$ cat src/rtl/jsc_pkg.sv
`timescale 1ns / 1ps

package jsc_pkg;

    // Host command opcodes
    localparam logic [7:0] OP_SET_LOW      = 8'h80;
    localparam logic [7:0] OP_READ_LOW     = 8'h81;
    localparam logic [7:0] OP_SET_HIGH     = 8'h82;
    localparam logic [7:0] OP_READ_HIGH    = 8'h83;
    localparam logic [7:0] OP_LOOP_ON      = 8'h84;
    localparam logic [7:0] OP_LOOP_OFF     = 8'h85;
    localparam logic [7:0] OP_SET_DIVISOR  = 8'h86;
    localparam logic [7:0] OP_FLUSH        = 8'h87;
    localparam logic [7:0] OP_IGNORE_88    = 8'h88;
    localparam logic [7:0] OP_IGNORE_89    = 8'h89;
    localparam logic [7:0] OP_DIV5_OFF     = 8'h8A;
    localparam logic [7:0] OP_DIV5_ON      = 8'h8B;
    localparam logic [7:0] OP_IGNORE_8C    = 8'h8C;
    localparam logic [7:0] OP_IGNORE_8D    = 8'h8D;
    localparam logic [7:0] OP_CLK_BYTES    = 8'h8E;
    localparam logic [7:0] OP_CLK_BYTES8   = 8'h8F;
    localparam logic [7:0] OP_IGNORE_96    = 8'h96;
    localparam logic [7:0] OP_IGNORE_97    = 8'h97;

    localparam logic [7:0] BAD_CMD_BYTE    = 8'hFA;
    localparam logic [7:0] ALL_ONES_BYTE   = 8'hFF;

    // Bit positions inside a shift opcode
    localparam int CMD_SPECIAL_BIT = 7;
    localparam int CMD_TMS_BIT     = 6;
    localparam int CMD_CAPTURE_BIT = 5;
    localparam int CMD_WTDI_BIT    = 4;
    localparam int CMD_LSB_BIT     = 3;
    localparam int CMD_BITMODE_BIT = 1;
    localparam int CMD_EDGE_BIT    = 0;

    // Shift modes
    localparam logic [2:0] MODE_MSB_E1 = 3'd0;
    localparam logic [2:0] MODE_MSB_E0 = 3'd1;
    localparam logic [2:0] MODE_LSB_E1 = 3'd2;
    localparam logic [2:0] MODE_LSB_E0 = 3'd3;
    localparam logic [2:0] MODE_TMS_E1 = 3'd4;
    localparam logic [2:0] MODE_TMS_E0 = 3'd5;

    // Result kinds
    localparam logic [2:0] KIND_REPLY = 3'd0;
    localparam logic [2:0] KIND_SHIFT = 3'd1;
    localparam logic [2:0] KIND_PINS  = 3'd2;
    localparam logic [2:0] KIND_CLOCK = 3'd3;
    localparam logic [2:0] KIND_FLUSH = 3'd4;

    // TDI hold codes for TMS shifts
    localparam logic [1:0] HOLD_NONE = 2'd0;
    localparam logic [1:0] HOLD_LOW  = 2'd1;
    localparam logic [1:0] HOLD_HIGH = 2'd2;

    // Result queue geometry (depth must be a power of two)
    localparam int RQ_DEPTH = 4;
    localparam int RQ_AW    = $clog2(RQ_DEPTH);
    localparam int RQ_CW    = $clog2(RQ_DEPTH + 1);

    // Reciprocal of 129 scaled by 2^36, rounded up; exact for numerators below 2^25
    localparam int           RECIP_SHIFT = 36;
    localparam logic [28:0]  RECIP_129   = 29'd532709122;

    typedef struct packed {
        logic [7:0] rx_byte;
        logic [3:0] pin_levels;
    } in_word_t;

    typedef struct packed {
        logic [2:0]  kind;
        logic [7:0]  data_byte;
        logic [3:0]  pin_dir;
        logic [2:0]  shift_mode;
        logic [3:0]  bit_count;
        logic [16:0] repeat_count;
        logic        capture_tdo;
        logic [1:0]  tdi_hold;
        logic [19:0] clock_count;
        logic [17:0] half_period_delay;
        logic        loopback;
        logic        last;
    } out_word_t;

    // Results produced by one parsed byte
    typedef struct packed {
        logic [1:0] count;
        out_word_t  first;
        out_word_t  second;
    } emit_t;

    typedef struct packed {
        logic        start;
        logic [15:0] divider;
        logic        div5;
    } delay_req_t;

    typedef struct packed {
        logic [RQ_CW-1:0] count;
        logic [RQ_CW-1:0] free;
    } rq_status_t;

    function automatic logic [4:0] fast_delay(input logic [2:0] idx);
        logic [4:0] v;
        case (idx)
            3'd0:    v = 5'd1;
            3'd1:    v = 5'd5;
            3'd2:    v = 5'd8;
            3'd3:    v = 5'd12;
            3'd4:    v = 5'd16;
            3'd5:    v = 5'd20;
            default: v = 5'd1;
        endcase
        return v;
    endfunction

    function automatic logic [4:0] slow_delay(input logic [3:0] idx);
        logic [4:0] v;
        case (idx)
            4'd5:    v = 5'd2;
            4'd6:    v = 5'd3;
            4'd7:    v = 5'd4;
            4'd8:    v = 5'd4;
            4'd9:    v = 5'd5;
            4'd10:   v = 5'd6;
            4'd11:   v = 5'd7;
            4'd12:   v = 5'd8;
            4'd13:   v = 5'd8;
            4'd14:   v = 5'd8;
            4'd15:   v = 5'd9;
            default: v = 5'd1;
        endcase
        return v;
    endfunction

endpackage

$ cat src/rtl/jsc_delay.sv
`timescale 1ns / 1ps

module jsc_delay (
    input  logic                clk,
    input  logic                rst_n,
    input  jsc_pkg::delay_req_t dreq,
    output logic [17:0]         delay_value,
    output logic                busy
);

    logic        pend_reg;
    logic        small_reg, small_next;
    logic [4:0]  tab_reg, tab_next;
    logic [24:0] num_reg, num_next;
    logic [25:0] fast_num;
    logic [22:0] slow_num;
    logic [53:0] prod;
    logic [17:0] delay_reg, delay_next;

    // First step: table lookup or scaled numerator
    always_comb
    begin
        fast_num = 26'(dreq.divider) * 26'd1000 + 26'd290;
        slow_num = 23'(dreq.divider) * 23'd100 - 23'd255;
        if (dreq.div5)
        begin
            small_next = (dreq.divider < 16'd6);
            tab_next   = jsc_pkg::fast_delay(dreq.divider[2:0]);
            num_next   = fast_num[25:1];
        end
        else
        begin
            small_next = (dreq.divider < 16'd16);
            tab_next   = jsc_pkg::slow_delay(dreq.divider[3:0]);
            num_next   = 25'(slow_num);
        end
    end

    // Second step: divide by 129 through the reciprocal
    always_comb
    begin
        prod = 54'(num_reg) * 54'(jsc_pkg::RECIP_129);
        if (small_reg)
            delay_next = 18'(tab_reg);
        else
            delay_next = prod[jsc_pkg::RECIP_SHIFT +: 18];
    end

    always_ff @(posedge clk or negedge rst_n)
    begin
        if (!rst_n)
        begin
            pend_reg  <= 1'b0;
            delay_reg <= 18'd1;
        end
        else
        begin
            pend_reg <= dreq.start;
            if (pend_reg)
                delay_reg <= delay_next;
        end
    end

    always_ff @(posedge clk)
    begin
        if (dreq.start)
        begin
            small_reg <= small_next;
            tab_reg   <= tab_next;
            num_reg   <= num_next;
        end
    end

    assign delay_value = delay_reg;
    assign busy        = pend_reg;

endmodule

$ cat src/rtl/jsc_parser.sv
`timescale 1ns / 1ps

module jsc_parser (
    input  logic                clk,
    input  logic                rst_n,
    input  logic                fire,
    input  jsc_pkg::in_word_t   item,
    input  logic [17:0]         delay_value,
    output jsc_pkg::emit_t      emit,
    output jsc_pkg::delay_req_t dreq
);

    typedef enum logic [2:0] {
        PH_IDLE,
        PH_LEN_LO,
        PH_LEN_HI,
        PH_DATA,
        PH_TMS,
        PH_PARAM0,
        PH_PARAM1
    } phase_t;

    phase_t      phase_reg, phase_next;
    logic [7:0]  cmd_reg, cmd_next;
    logic [15:0] len_reg, len_next;
    logic [7:0]  p0_reg, p0_next;
    logic        loop_reg, loop_next;
    logic        div5_reg, div5_next;
    logic [2:0]  mode_reg, mode_next;

    logic [7:0]  b;
    logic        bitmode;
    logic        tms;
    logic        wtdi;
    logic        cap;
    logic [15:0] param;
    logic [1:0]  n;
    logic        set_div;
    jsc_pkg::out_word_t r0, r1;

    function automatic jsc_pkg::out_word_t reply_word(input logic [7:0] data);
        jsc_pkg::out_word_t w;
        w           = '0;
        w.kind      = jsc_pkg::KIND_REPLY;
        w.data_byte = data;
        return w;
    endfunction

    function automatic jsc_pkg::out_word_t shift_word(
        input logic [7:0]  data,
        input logic [3:0]  bits,
        input logic [16:0] rep,
        input logic [1:0]  hold,
        input logic [2:0]  mode,
        input logic        capture
    );
        jsc_pkg::out_word_t w;
        w              = '0;
        w.kind         = jsc_pkg::KIND_SHIFT;
        w.data_byte    = data;
        w.shift_mode   = mode;
        w.bit_count    = bits;
        w.repeat_count = rep;
        w.capture_tdo  = capture;
        w.tdi_hold     = hold;
        return w;
    endfunction

    always_comb
    begin
        b       = item.rx_byte;
        bitmode = cmd_reg[jsc_pkg::CMD_BITMODE_BIT];
        tms     = cmd_reg[jsc_pkg::CMD_TMS_BIT];
        wtdi    = cmd_reg[jsc_pkg::CMD_WTDI_BIT];
        cap     = cmd_reg[jsc_pkg::CMD_CAPTURE_BIT];
        param   = {b, p0_reg};

        phase_next = phase_reg;
        cmd_next   = cmd_reg;
        len_next   = len_reg;
        p0_next    = p0_reg;
        loop_next  = loop_reg;
        div5_next  = div5_reg;
        mode_next  = mode_reg;
        n          = 2'd0;
        set_div    = 1'b0;
        r0         = '0;
        r1         = '0;

        case (phase_reg)
            PH_LEN_LO:
            begin
                len_next = {8'd0, b};
                if (!bitmode)
                    phase_next = PH_LEN_HI;
                else if (tms)
                    phase_next = PH_TMS;
                else if (wtdi)
                    phase_next = PH_DATA;
                else
                begin
                    r0 = shift_word(jsc_pkg::ALL_ONES_BYTE, {1'b0, b[2:0]} + 4'd1,
                                    17'd1, jsc_pkg::HOLD_NONE, mode_reg, cap);
                    n          = 2'd1;
                    phase_next = PH_IDLE;
                end
            end
            PH_LEN_HI:
            begin
                len_next = {b, len_reg[7:0]};
                if (tms)
                    phase_next = PH_TMS;
                else if (wtdi)
                    phase_next = PH_DATA;
                else
                begin
                    // read-only byte run: one request carries the whole length
                    r0 = shift_word(jsc_pkg::ALL_ONES_BYTE, 4'd8, 17'(len_next) + 17'd1,
                                    jsc_pkg::HOLD_NONE, mode_reg, cap);
                    n          = 2'd1;
                    phase_next = PH_IDLE;
                end
            end
            PH_DATA:
            begin
                r0 = shift_word(b, bitmode ? ({1'b0, len_reg[2:0]} + 4'd1) : 4'd8,
                                17'd1, jsc_pkg::HOLD_NONE, mode_reg, cap);
                n = 2'd1;
                if (bitmode || (len_reg == 16'd0))
                    phase_next = PH_IDLE;
                len_next = len_reg - 16'd1;
            end
            PH_TMS:
            begin
                r0 = shift_word(b, {1'b0, len_reg[2:0]} + 4'd1, 17'd1,
                                b[7] ? jsc_pkg::HOLD_HIGH : jsc_pkg::HOLD_LOW, mode_reg, cap);
                n          = 2'd1;
                phase_next = PH_IDLE;
            end
            PH_PARAM0:
            begin
                p0_next = b;
                if (cmd_reg == jsc_pkg::OP_CLK_BYTES)
                begin
                    r0.kind        = jsc_pkg::KIND_CLOCK;
                    r0.clock_count = 20'(b) + 20'd1;
                    n              = 2'd1;
                    phase_next     = PH_IDLE;
                end
                else
                    phase_next = PH_PARAM1;
            end
            PH_PARAM1:
            begin
                if (cmd_reg == jsc_pkg::OP_SET_DIVISOR)
                    set_div = 1'b1;
                else if (cmd_reg == jsc_pkg::OP_CLK_BYTES8)
                begin
                    r0.kind        = jsc_pkg::KIND_CLOCK;
                    r0.clock_count = {17'(param) + 17'd1, 3'b000};
                    n              = 2'd1;
                end
                else if (cmd_reg == jsc_pkg::OP_SET_LOW)
                begin
                    r0.kind      = jsc_pkg::KIND_PINS;
                    r0.data_byte = {4'd0, p0_reg[3:0]};
                    r0.pin_dir   = b[3:0];
                    n            = 2'd1;
                end
                phase_next = PH_IDLE;
            end
            default:
            begin
                phase_next = PH_IDLE;
                cmd_next   = b;
                if (b[jsc_pkg::CMD_SPECIAL_BIT])
                begin
                    case (b)
                        jsc_pkg::OP_SET_LOW, jsc_pkg::OP_SET_HIGH, jsc_pkg::OP_SET_DIVISOR,
                        jsc_pkg::OP_CLK_BYTES, jsc_pkg::OP_CLK_BYTES8:
                            phase_next = PH_PARAM0;
                        jsc_pkg::OP_READ_LOW:
                        begin
                            r0 = reply_word({4'd0, item.pin_levels});
                            n  = 2'd1;
                        end
                        jsc_pkg::OP_READ_HIGH:
                        begin
                            r0 = reply_word(jsc_pkg::ALL_ONES_BYTE);
                            n  = 2'd1;
                        end
                        jsc_pkg::OP_LOOP_ON:  loop_next = 1'b1;
                        jsc_pkg::OP_LOOP_OFF: loop_next = 1'b0;
                        jsc_pkg::OP_FLUSH:
                        begin
                            r0.kind = jsc_pkg::KIND_FLUSH;
                            n       = 2'd1;
                        end
                        jsc_pkg::OP_DIV5_OFF: div5_next = 1'b0;
                        jsc_pkg::OP_DIV5_ON:  div5_next = 1'b1;
                        jsc_pkg::OP_IGNORE_88, jsc_pkg::OP_IGNORE_89, jsc_pkg::OP_IGNORE_8C,
                        jsc_pkg::OP_IGNORE_8D, jsc_pkg::OP_IGNORE_96, jsc_pkg::OP_IGNORE_97:
                            ;
                        default:
                        begin
                            r0 = reply_word(jsc_pkg::BAD_CMD_BYTE);
                            r1 = reply_word(b);
                            n  = 2'd2;
                        end
                    endcase
                end
                else if (b[jsc_pkg::CMD_TMS_BIT])
                begin
                    // TMS shifts are LSB first only
                    if (b[jsc_pkg::CMD_LSB_BIT])
                    begin
                        mode_next  = b[jsc_pkg::CMD_EDGE_BIT] ? jsc_pkg::MODE_TMS_E0
                                                              : jsc_pkg::MODE_TMS_E1;
                        phase_next = PH_LEN_LO;
                    end
                    else
                    begin
                        r0 = reply_word(jsc_pkg::BAD_CMD_BYTE);
                        r1 = reply_word(b);
                        n  = 2'd2;
                    end
                end
                else
                begin
                    case ({b[jsc_pkg::CMD_LSB_BIT], b[jsc_pkg::CMD_EDGE_BIT]})
                        2'b00:   mode_next = jsc_pkg::MODE_MSB_E1;
                        2'b01:   mode_next = jsc_pkg::MODE_MSB_E0;
                        2'b10:   mode_next = jsc_pkg::MODE_LSB_E1;
                        default: mode_next = jsc_pkg::MODE_LSB_E0;
                    endcase
                    phase_next = PH_LEN_LO;
                end
            end
        endcase

        r0.half_period_delay = delay_value;
        r0.loopback          = loop_next;
        r0.last              = (n == 2'd1);
        r1.half_period_delay = delay_value;
        r1.loopback          = loop_next;
        r1.last              = (n == 2'd2);

        emit.count  = n;
        emit.first  = r0;
        emit.second = r1;

        dreq.start   = fire && set_div;
        dreq.divider = param;
        dreq.div5    = div5_reg;
    end

    always_ff @(posedge clk or negedge rst_n)
    begin
        if (!rst_n)
        begin
            phase_reg <= PH_IDLE;
            cmd_reg   <= 8'd0;
            len_reg   <= 16'd0;
            p0_reg    <= 8'd0;
            loop_reg  <= 1'b0;
            div5_reg  <= 1'b1;
            mode_reg  <= jsc_pkg::MODE_MSB_E1;
        end
        else if (fire)
        begin
            phase_reg <= phase_next;
            cmd_reg   <= cmd_next;
            len_reg   <= len_next;
            p0_reg    <= p0_next;
            loop_reg  <= loop_next;
            div5_reg  <= div5_next;
            mode_reg  <= mode_next;
        end
    end

endmodule

$ cat src/rtl/jsc_out_fifo.sv
`timescale 1ns / 1ps

module jsc_out_fifo (
    input  logic                clk,
    input  logic                rst_n,
    input  logic                push,
    input  jsc_pkg::emit_t      emit,
    output logic                valid,
    input  logic                ready,
    output jsc_pkg::out_word_t  data,
    output jsc_pkg::rq_status_t stat
);

    localparam int AW = jsc_pkg::RQ_AW;
    localparam int CW = jsc_pkg::RQ_CW;

    jsc_pkg::out_word_t     mem_reg [jsc_pkg::RQ_DEPTH];
    logic [AW-1:0]          wr_ptr_reg, wr_ptr_next;
    logic [AW-1:0]          rd_ptr_reg, rd_ptr_next;
    logic [CW-1:0]          count_reg, count_next;
    logic [CW-1:0]          push_n;
    logic                   pop;

    always_comb
    begin
        push_n      = push ? CW'(emit.count) : '0;
        pop         = valid && ready;
        wr_ptr_next = wr_ptr_reg + AW'(push_n);
        rd_ptr_next = rd_ptr_reg + AW'(pop);
        count_next  = count_reg + push_n - CW'(pop);
    end

    always_ff @(posedge clk or negedge rst_n)
    begin
        if (!rst_n)
        begin
            wr_ptr_reg <= '0;
            rd_ptr_reg <= '0;
            count_reg  <= '0;
        end
        else
        begin
            wr_ptr_reg <= wr_ptr_next;
            rd_ptr_reg <= rd_ptr_next;
            count_reg  <= count_next;
        end
    end

    always_ff @(posedge clk)
    begin
        if (push && (emit.count != 2'd0))
            mem_reg[wr_ptr_reg] <= emit.first;
        if (push && (emit.count == 2'd2))
            mem_reg[wr_ptr_reg + AW'(1)] <= emit.second;
    end

    assign valid      = (count_reg != '0);
    assign data       = mem_reg[rd_ptr_reg];
    assign stat.count = count_reg;
    assign stat.free  = CW'(jsc_pkg::RQ_DEPTH) - count_reg;

endmodule

$ cat src/rtl/jtag_shift_command_parser_top.sv
`timescale 1ns / 1ps

// Command byte parser for a JTAG adapter front end.
//
// Host side (host_valid / host_ready / host_data): one command stream word
// per handshake, carrying the next byte and the sampled pin levels. Request
// side (req_valid / req_ready / req_data): shift, pin, clock, flush and reply
// words for the shift engine; req_data.last marks the final word caused by
// one host byte (an unknown opcode gives the two-word 0xFA + opcode reply).
//
// Timing: a host word accepted at the handshake lands in the input register,
// is parsed from there, and its request words pass through the request
// queue before the first is offered. Throughput: one host word per cycle
// while parsing is not held. After the set-divisor command the next byte
// waits while the delay unit's reciprocal multiply finds the new half-period.
//
// Stall: parsed words go into a four-entry request queue. Parsing holds when
// the queue lacks room for a byte's words, the input register then stays
// full and host_ready drops. host_ready never depends on req_ready directly.
//
// Reset: parser idle, queue empty, half-period delay 1, divide-by-five on,
// loopback off.
module jtag_shift_command_parser_top (
    input  logic               clk,
    input  logic               rst_n,
    input  logic               host_valid,
    output logic               host_ready,
    input  jsc_pkg::in_word_t  host_data,
    output logic               req_valid,
    input  logic               req_ready,
    output jsc_pkg::out_word_t req_data
);

    logic                in_vld_reg, in_vld_next;
    jsc_pkg::in_word_t   in_data_reg;
    logic                fire;
    logic                busy;
    logic [17:0]         delay_value;
    jsc_pkg::emit_t      emit;
    jsc_pkg::delay_req_t dreq;
    jsc_pkg::rq_status_t rq_stat;

    // Advance the parser only when the queue can take every word of this byte
    assign fire = in_vld_reg && !busy && (rq_stat.free >= jsc_pkg::RQ_CW'(emit.count));

    assign host_ready = !in_vld_reg || fire;

    always_comb
    begin
        in_vld_next = in_vld_reg;
        if (host_valid && host_ready)
            in_vld_next = 1'b1;
        else if (fire)
            in_vld_next = 1'b0;
    end

    always_ff @(posedge clk or negedge rst_n)
    begin
        if (!rst_n)
            in_vld_reg <= 1'b0;
        else
            in_vld_reg <= in_vld_next;
    end

    // Hold the byte until the parser takes it
    always_ff @(posedge clk)
    begin
        if (host_valid && host_ready)
            in_data_reg <= host_data;
    end

    jsc_parser u_parser (
        .clk         (clk),
        .rst_n       (rst_n),
        .fire        (fire),
        .item        (in_data_reg),
        .delay_value (delay_value),
        .emit        (emit),
        .dreq        (dreq)
    );

    jsc_delay u_delay (
        .clk         (clk),
        .rst_n       (rst_n),
        .dreq        (dreq),
        .delay_value (delay_value),
        .busy        (busy)
    );

    jsc_out_fifo u_out_fifo (
        .clk   (clk),
        .rst_n (rst_n),
        .push  (fire),
        .emit  (emit),
        .valid (req_valid),
        .ready (req_ready),
        .data  (req_data),
        .stat  (rq_stat)
    );

    // The request queue never holds more than its depth
    assert property (@(posedge clk) disable iff (!rst_n)
        rq_stat.count <= jsc_pkg::RQ_CW'(jsc_pkg::RQ_DEPTH))
        else $error("request queue over depth");

    // A divisor update blocks parsing for the following cycle
    assert property (@(posedge clk) disable iff (!rst_n)
        dreq.start |=> !fire)
        else $error("parsed a byte while the delay was being updated");

    // A two-word reply marks only its second word as last
    assert property (@(posedge clk) disable iff (!rst_n)
        (fire && (emit.count == 2'd2)) |-> (!emit.first.last && emit.second.last))
        else $error("wrong last flags on a word pair");

    // A word held in the input register while parsing is held stays pending
    assert property (@(posedge clk) disable iff (!rst_n)
        (in_vld_reg && !fire) |=> in_vld_reg && $stable(in_data_reg))
        else $error("input word lost while parsing was held");

endmodule

$ cat config.mk
export PLATFORM = sky130hd
export DESIGN_NAME = jtag_shift_command_parser_top
export DESIGN_NICKNAME = d
export VERILOG_FILES = /design/src/rtl/jsc_pkg.sv /design/src/rtl/jsc_delay.sv /design/src/rtl/jsc_parser.sv /design/src/rtl/jsc_out_fifo.sv /design/src/rtl/jtag_shift_command_parser_top.sv
export SDC_FILE = /design/constraint.sdc
export NUM_CORES = 2
export LEC_CHECK = 0
export BUFFER_PORTS_ARGS = -buffer_cell sky130_fd_sc_hd__buf_2
export CORE_AREA = 5 5 273 275
export CTS_BUF_LIST = sky130_fd_sc_hd__clkbuf_4
export CTS_CLUSTER_SIZE = 28
export DETAILED_ROUTE_END_ITERATION = 10
export DIE_AREA = 0 0 278 280
export SLEW_MARGIN = 25
export SYNTH_ARGS = -nofsm -noshare
export SYNTH_HDL_FRONTEND = slang
export SYNTH_SLANG_ARGS = --single-unit
$ cat constraint.sdc
create_clock -name clk -period 7.9 [get_ports clk]
set_input_delay 0 -clock clk [delete_from_list [all_inputs] [get_ports clk]]
set_output_delay 0 -clock clk [all_outputs]
set_load 0.05 [all_outputs]
Word-level counts from Yosys, hierarchy flattened
Memory sizes are Yosys's and may differ from the RTL's.
Index checks and enable logic that the tools add are counted.
Operators by class
  reduce and logical (&&, ||, !) cells: 35
  muxes and demuxes: 74
  eq/ne operators: 39
  $add $sub $neg: 14
  $lt $le $gt $ge: 3
  multipliers: 3
  bitwise gates (word level): 3
Operator list (count)
  $mux 82: 8
  $pmux 79 s3: 1
  $eq 8x8->1 const B: 22
  $mux 80: 2
  $mux 79: 2
  $pmux 27 s5: 1
  $pmux 20 s5: 1
  $mux 78: 1
  $mux 20: 3
  $pmux 12 s5: 1
  $mul 25x28->53 const B: 1
  $pmux 16 s3: 1
  $add 16x1->17 const B: 2
  $mux 3: 10
  $pmux 3 s5: 2
  $add 26x9->26 const B: 1
  $pmux 5 s5: 1
  $mul 16x7->23 const B: 1
  $mux 23: 1
  $sub 23x8->23 const B: 1
  $mux 2: 11
  $mul 16x5->21 const B: 1
  $mux 18: 1
  $reduce_or 18->1: 1
  other kinds (46): 94
Word-level totals
  memories kept: 2
  memory bits (read-only): 64
  bits of input ports: 16
  output and inout bits: 84
  flip-flop bits (word level): 110
  logic and storage cells: 193
  RAM bits: 328
Memories
  u_out_fifo.mem_reg: words 4, bits a word 82, read ports 1, clocked after memory_dff 0, wr ports 2, RTL line jsc_out_fifo.sv:17  | jsc_pkg::out_word_t mem_reg [jsc_pkg::RQ_DEPTH];
  (name not given): words 16, bits a word 4, read ports 1, clocked after memory_dff 0, wr ports 0, RTL line jsc_pkg.sv:120  | case (idx)

Depth between registers and ports, before layout
  depth in word-level cells: 10
  depth in mapped cells: 26
  depth with buffers taken out: 26

Hierarchy
From an unflattened synthesis, not the netlist that was laid out.
Second synthesis, totals
  cells, all modules: 3041
  area total of the unflattened synthesis: 36545.0 um^2
Modules (own cells, without submodules)
  jsc_out_fifo: sequential area each 10024.6 um^2, area each 16585.9 um^2, cells an instance 842, times used 1
  jsc_delay: sequential area each 1347.5 um^2, area each 14995.6 um^2, cells an instance 1577, times used 1
  jsc_parser: sequential area each 1002.2 um^2, area each 4469.3 um^2, cells an instance 596, times used 1
  jtag_shift_command_parser_top: sequential area each 385.4 um^2, area each 494.2 um^2, cells an instance 26, times used 1

Worst setup path after synthesis
OpenSTA, ideal clock, no wires.
  path type: register to register
  start point: register u_delay.num_reg[22]
  end point: register u_delay.delay_reg[17], in the netlist u_delay.delay_value[17]
  setup time: 0.124 ns
  period minus slack after synthesis: 6.745 ns
  slack: 1.155 ns
  cell stages (with the launch flop): 25
  arrival: 6.621 ns
  required time: 7.776 ns
  path buffers: 0
  path through: edfxtp_1 -> fa_1 -> inv_1 -> fa_1 -> fa_1 -> inv_1 -> fa_1 -> inv_1 -> fa_1 -> inv_1 -> fa_1 -> inv_1 -> fa_1 -> inv_1 -> ha_1 -> a21oi_1 -> o21ai_0 -> nor2_1 -> nand3_1 -> a211oi_1 -> o41ai_1 -> a221o_1 -> o31ai_1 -> xnor2_1 -> o2bb2ai_1
On the way
  longest elaborated chain between the ends: 2
Ends and longest elaborated chain
  from (decl): RTL line jsc_delay.sv:14  | logic [24:0] num_reg, num_next;
  from (signal assigned): RTL line jsc_delay.sv:70  | num_reg <= num_next;
  $mul 25x28->53: RTL line jsc_delay.sv:42  | prod = 54'(num_reg) * 54'(jsc_pkg::RECIP_129);
  $mux 18: RTL line jsc_delay.sv:43  | if (small_reg)
  to (signal assigned): RTL line jsc_delay.sv:60  | delay_reg <= delay_next;
  to (decl): RTL line jsc_delay.sv:18  | logic [17:0] delay_reg, delay_next;
Every way passes these cells.
A chain may end at the register's enable or synchronous reset.

Worst setup path in the final report
  start point: register u_delay.num_reg[23]
  end point: register u_delay.delay_reg[17], in the netlist u_delay.delay_value[17]
The elaborated chain is that of the path after synthesis.

==> run summary <==
The run finished with clean final reports. Based on the critical path, the design can be clocked at up to 0.136 GHz. The buffer depth of the longest clock path came out at 3.

The number of ports placed on the die boundary was 100; the per-cell via count in the routed design was 5.39. The run gives 77800 sq um as the die area. Input and output buffers added on the ports amount to 99.

The endpoint required time on the critical path was 8640 ps; the number of synthesis warnings was 0. The worst-skew pair later-pin latency is 890 ps. Setup violations remaining at the end of the flow were counted as 0. From bottom edge to top edge, the die measures 280 um. The register-to-register path setup slack came out at 540 ps.

The layout has 6839 filler cells. In the synthesized netlist, the number of instances is 3393. The clock transition time at the flip-flop clock pins of the worst setup and hold paths works out to 70 ps.

The run gives 0 as the number of hold violations in the final report. The library cell used most frequently in the layout, excluding fill and tap cells, is sky130_fd_sc_hd__nand2_1. Share of post-route cells with drive strength above 1: 0.122. Summed over all failing endpoints, the final setup total negative slack is 0 ps.

Among the stages of the critical path, the cell type that occurs most often is sky130_fd_sc_hd__fa_1. In this run the worst setup path begins at u_delay.num_reg[23]. The total vias in the final route came out at 24.8k. Final estimated routing congestion in global placement: 0.876. The post-route minimum period works out to 7360 ps. The relative area change from synthesis to final layout came out at 9.92%. Class of the most critical hold timing path: in -> async.

Flip-flop count of the largest register after layout: 328. The number of max-slew violations in the final report was 0. The detailed router finished its first iteration with 1730 violations. From left edge to right edge, the die measures 278 um. The tools report the final net count as 4090. STA classifies the critical path endpoint as a flop. The synthesized netlist occupies a cell area of 32600 sq um.

The logs give 0.331 for the headroom to the max-slew limit and 3 for the CTS H-tree depth. The data arrival time at the worst-slack endpoint is 8100 ps. The mean post-synth cell area was 9.62 sq um. Synthesis inferred 436 register bits.

In the routed design, unresolved DRC markers number 0. The top cell types in the final layout, fill and taps aside, are sky130_fd_sc_hd__nand2_1, sky130_fd_sc_hd__inv_1, sky130_fd_sc_hd__ha_1, sky130_fd_sc_hd__a21oi_1, sky130_fd_sc_hd__fa_1. Entering global routing, the biggest net connects 61 pins. Cell with the largest stage delay on the worst path: sky130_fd_sc_hd__o41ai_1. The run gives 24.8k as the via count of the first global-routing pass.

The initial antenna violation count is 1, and the final clock skew is 54.4 ps. The number of nets in the synthesized netlist is 3947. The clock net in this run drives a total of 436 sinks. The actual slew at the worst max-slew pin was 999 ps. The clock buffer count from CTS came out at 114.

The worst setup path is launched from a flop. In the final routed layout, each cell accounts on average for 19.7 um. TritonCTS built the clock tree. The initial core utilization was 0.453; the number of maximum-capacitance violations was 0.

Final cycle utilization of the critical path: 0.932. The global-route total usage across every layer is 0.230, and the number of routed nets with antenna violations is 0. The global-route wire length before repair was 142 mm; the total core area was 72100 sq um. The clock root buffer was sky130_fd_sc_hd__clkbuf_4.

Async set-reset flop share out of synthesis: 0.154. Category of cells accounting for the largest share of critical-path delay: adder cells. The number of enable flip-flop cells after synthesis was 153; the post-route core utilization was 0.498. The total congestion overflow is 0.

Row generation in the floorplan step produced 99 rows. For the sequential element share of the synthesized area, the log shows 0.325. The signal on the critical path passes through fa_1 -> inv_1 -> fa_1 -> fa_1 -> fa_1 -> inv_1 -> fa_1 -> fa_1 -> inv_1 -> fa_1 -> inv_1 -> ha_1 -> a31oi_1 -> o21ai_0 -> a21oi_1 -> nor3_1 -> a211oi_1 -> o41ai_1 -> a221o_1 -> o31ai_1 -> xnor2_1 -> o2bb2ai_1. The endpoint of the most critical register-to-register path was u_delay.delay_value[17]. Measured in cells, the most critical reg-to-reg path has a length of 22. In this run the worst path has a maximum fanout of 7. Among all flip-flop cells after synthesis, the most frequent one is sky130_fd_sc_hd__dfxtp_1. In this run the critical register-to-register path is launched from u_delay.num_reg[23].

The largest single stage delay on the critical path is 860 ps. Yosys mapped the design onto 80 distinct sky130hd cell types. Kind of critical path: reg -> reg.

The first detailed-routing pass ran for 6 iterations. The post-CTS setup buffer count was 0; the total wirelength of the detailed-routed design was 90.7 mm. After legalization and detailed placement, the total HPWL measured 66.0 mm.

Counting both buffers and inverters, the worst setup path holds a total of 4. Setup repair after global routing left no endpoint under its margin.
==> area by class of cell <==
type	count	area [sq um]	share of cell area
Antenna cell	1	2.50	0.0000698
Clock buffer	157	1180	0.0329
Clock inverter	58	292	0.00813
Inverter	469	1760	0.0491
Multi-Input combinational cell	2349	19700	0.550
Sequential cell	436	10600	0.296
Tap cell	959	1200	0.0335
Timing Repair Buffer	166	1090	0.0303
==> routing by layer <==
| metal | wire, um | GRT usage | vias up |
|---|---|---|---|
| met1 | 40500 | 0.315 | 12181 |
| met2 | 43500 | 0.383 | 680 |
| li1 | - | - | 11793 |
| met3 | 4620 | 0.0353 | 130 |
| met4 | 2050 | 0.0647 | 0 |
| met5 | 0 | 0 | - |
==> tightest hold or removal path: stages <==
cell	delay (ps)
sky130_fd_sc_hd__dlygate4sd3_1	530
sky130_fd_sc_hd__buf_4	100
sky130_fd_sc_hd__dlygate4sd3_1	800
==> synth_stat cells, types with 21 or more instances <==
cell type	count	area [sq um]
sky130_fd_sc_hd__and2_1	64	400
sky130_fd_sc_hd__xor2_1	33	289
sky130_fd_sc_hd__o21ai_0	117	586
sky130_fd_sc_hd__o22ai_1	29	181
sky130_fd_sc_hd__clkbuf_1	94	353
sky130_fd_sc_hd__dfrtp_1	65	1630
sky130_fd_sc_hd__and3_1	34	213
sky130_fd_sc_hd__edfxtp_1	153	4590
sky130_fd_sc_hd__nor3_1	44	220
sky130_fd_sc_hd__ha_1	312	3900
sky130_fd_sc_hd__fa_1	226	4520
sky130_fd_sc_hd__mux4_2	82	1850
sky130_fd_sc_hd__dfxtp_1	216	4320
sky130_fd_sc_hd__a21oi_1	284	1420
sky130_fd_sc_hd__nand4_1	22	138
sky130_fd_sc_hd__buf_2	27	135
sky130_fd_sc_hd__nor2_1	156	586
sky130_fd_sc_hd__a21o_1	52	390
sky130_fd_sc_hd__nand2b_1	21	131
sky130_fd_sc_hd__xnor2_1	81	709
sky130_fd_sc_hd__nand2_1	512	1920
sky130_fd_sc_hd__inv_1	465	1750
sky130_fd_sc_hd__nand3_1	29	145
sky130_fd_sc_hd__a211oi_1	26	195
==> logic make-up after synthesis <==
family          Yosys count  synth area share
flops                   436             0.325
buf+inv                 608            0.0725
fa+ha+maj               538             0.258
xor+xnor                114            0.0306
mux                     107            0.0648
simple gates            961             0.134
compound gates          629             0.115
==> worst max-delay path by stage <==
stage                              endpoint  slack [ps]  cells past startpoint
global route        u_delay.delay_value[16]          90                     22
floorplan           u_delay.delay_value[17]        1160                     24
global placement    u_delay.delay_value[17]         670                     22
finish              u_delay.delay_value[17]         540                     22
CTS                 u_delay.delay_value[17]         520                     22
detailed placement  u_delay.delay_value[17]         510                     22
==> stage by stage <==
step	hold slack (ps)	cells	instance area [sq um]	setup WS, ps
final	125	4595	35900	539
after global routing	119	4595	35900	93.3
after CTS	55.5	4594	35900	521
after detailed placement	-167	4350	34100	510
after global placement	-168	4350	34100	671
after floorplan	-296	3393	32600	1160
==> what timing repair did <==
action | CTS | global route
hold buffers | 29 | 0
hold endpoints to repair | 96 | 0
resized for setup | 0 | 0
Power is not shown: default switching activity piles up to over one toggle a cycle in this logic, so the estimate is an artifact.
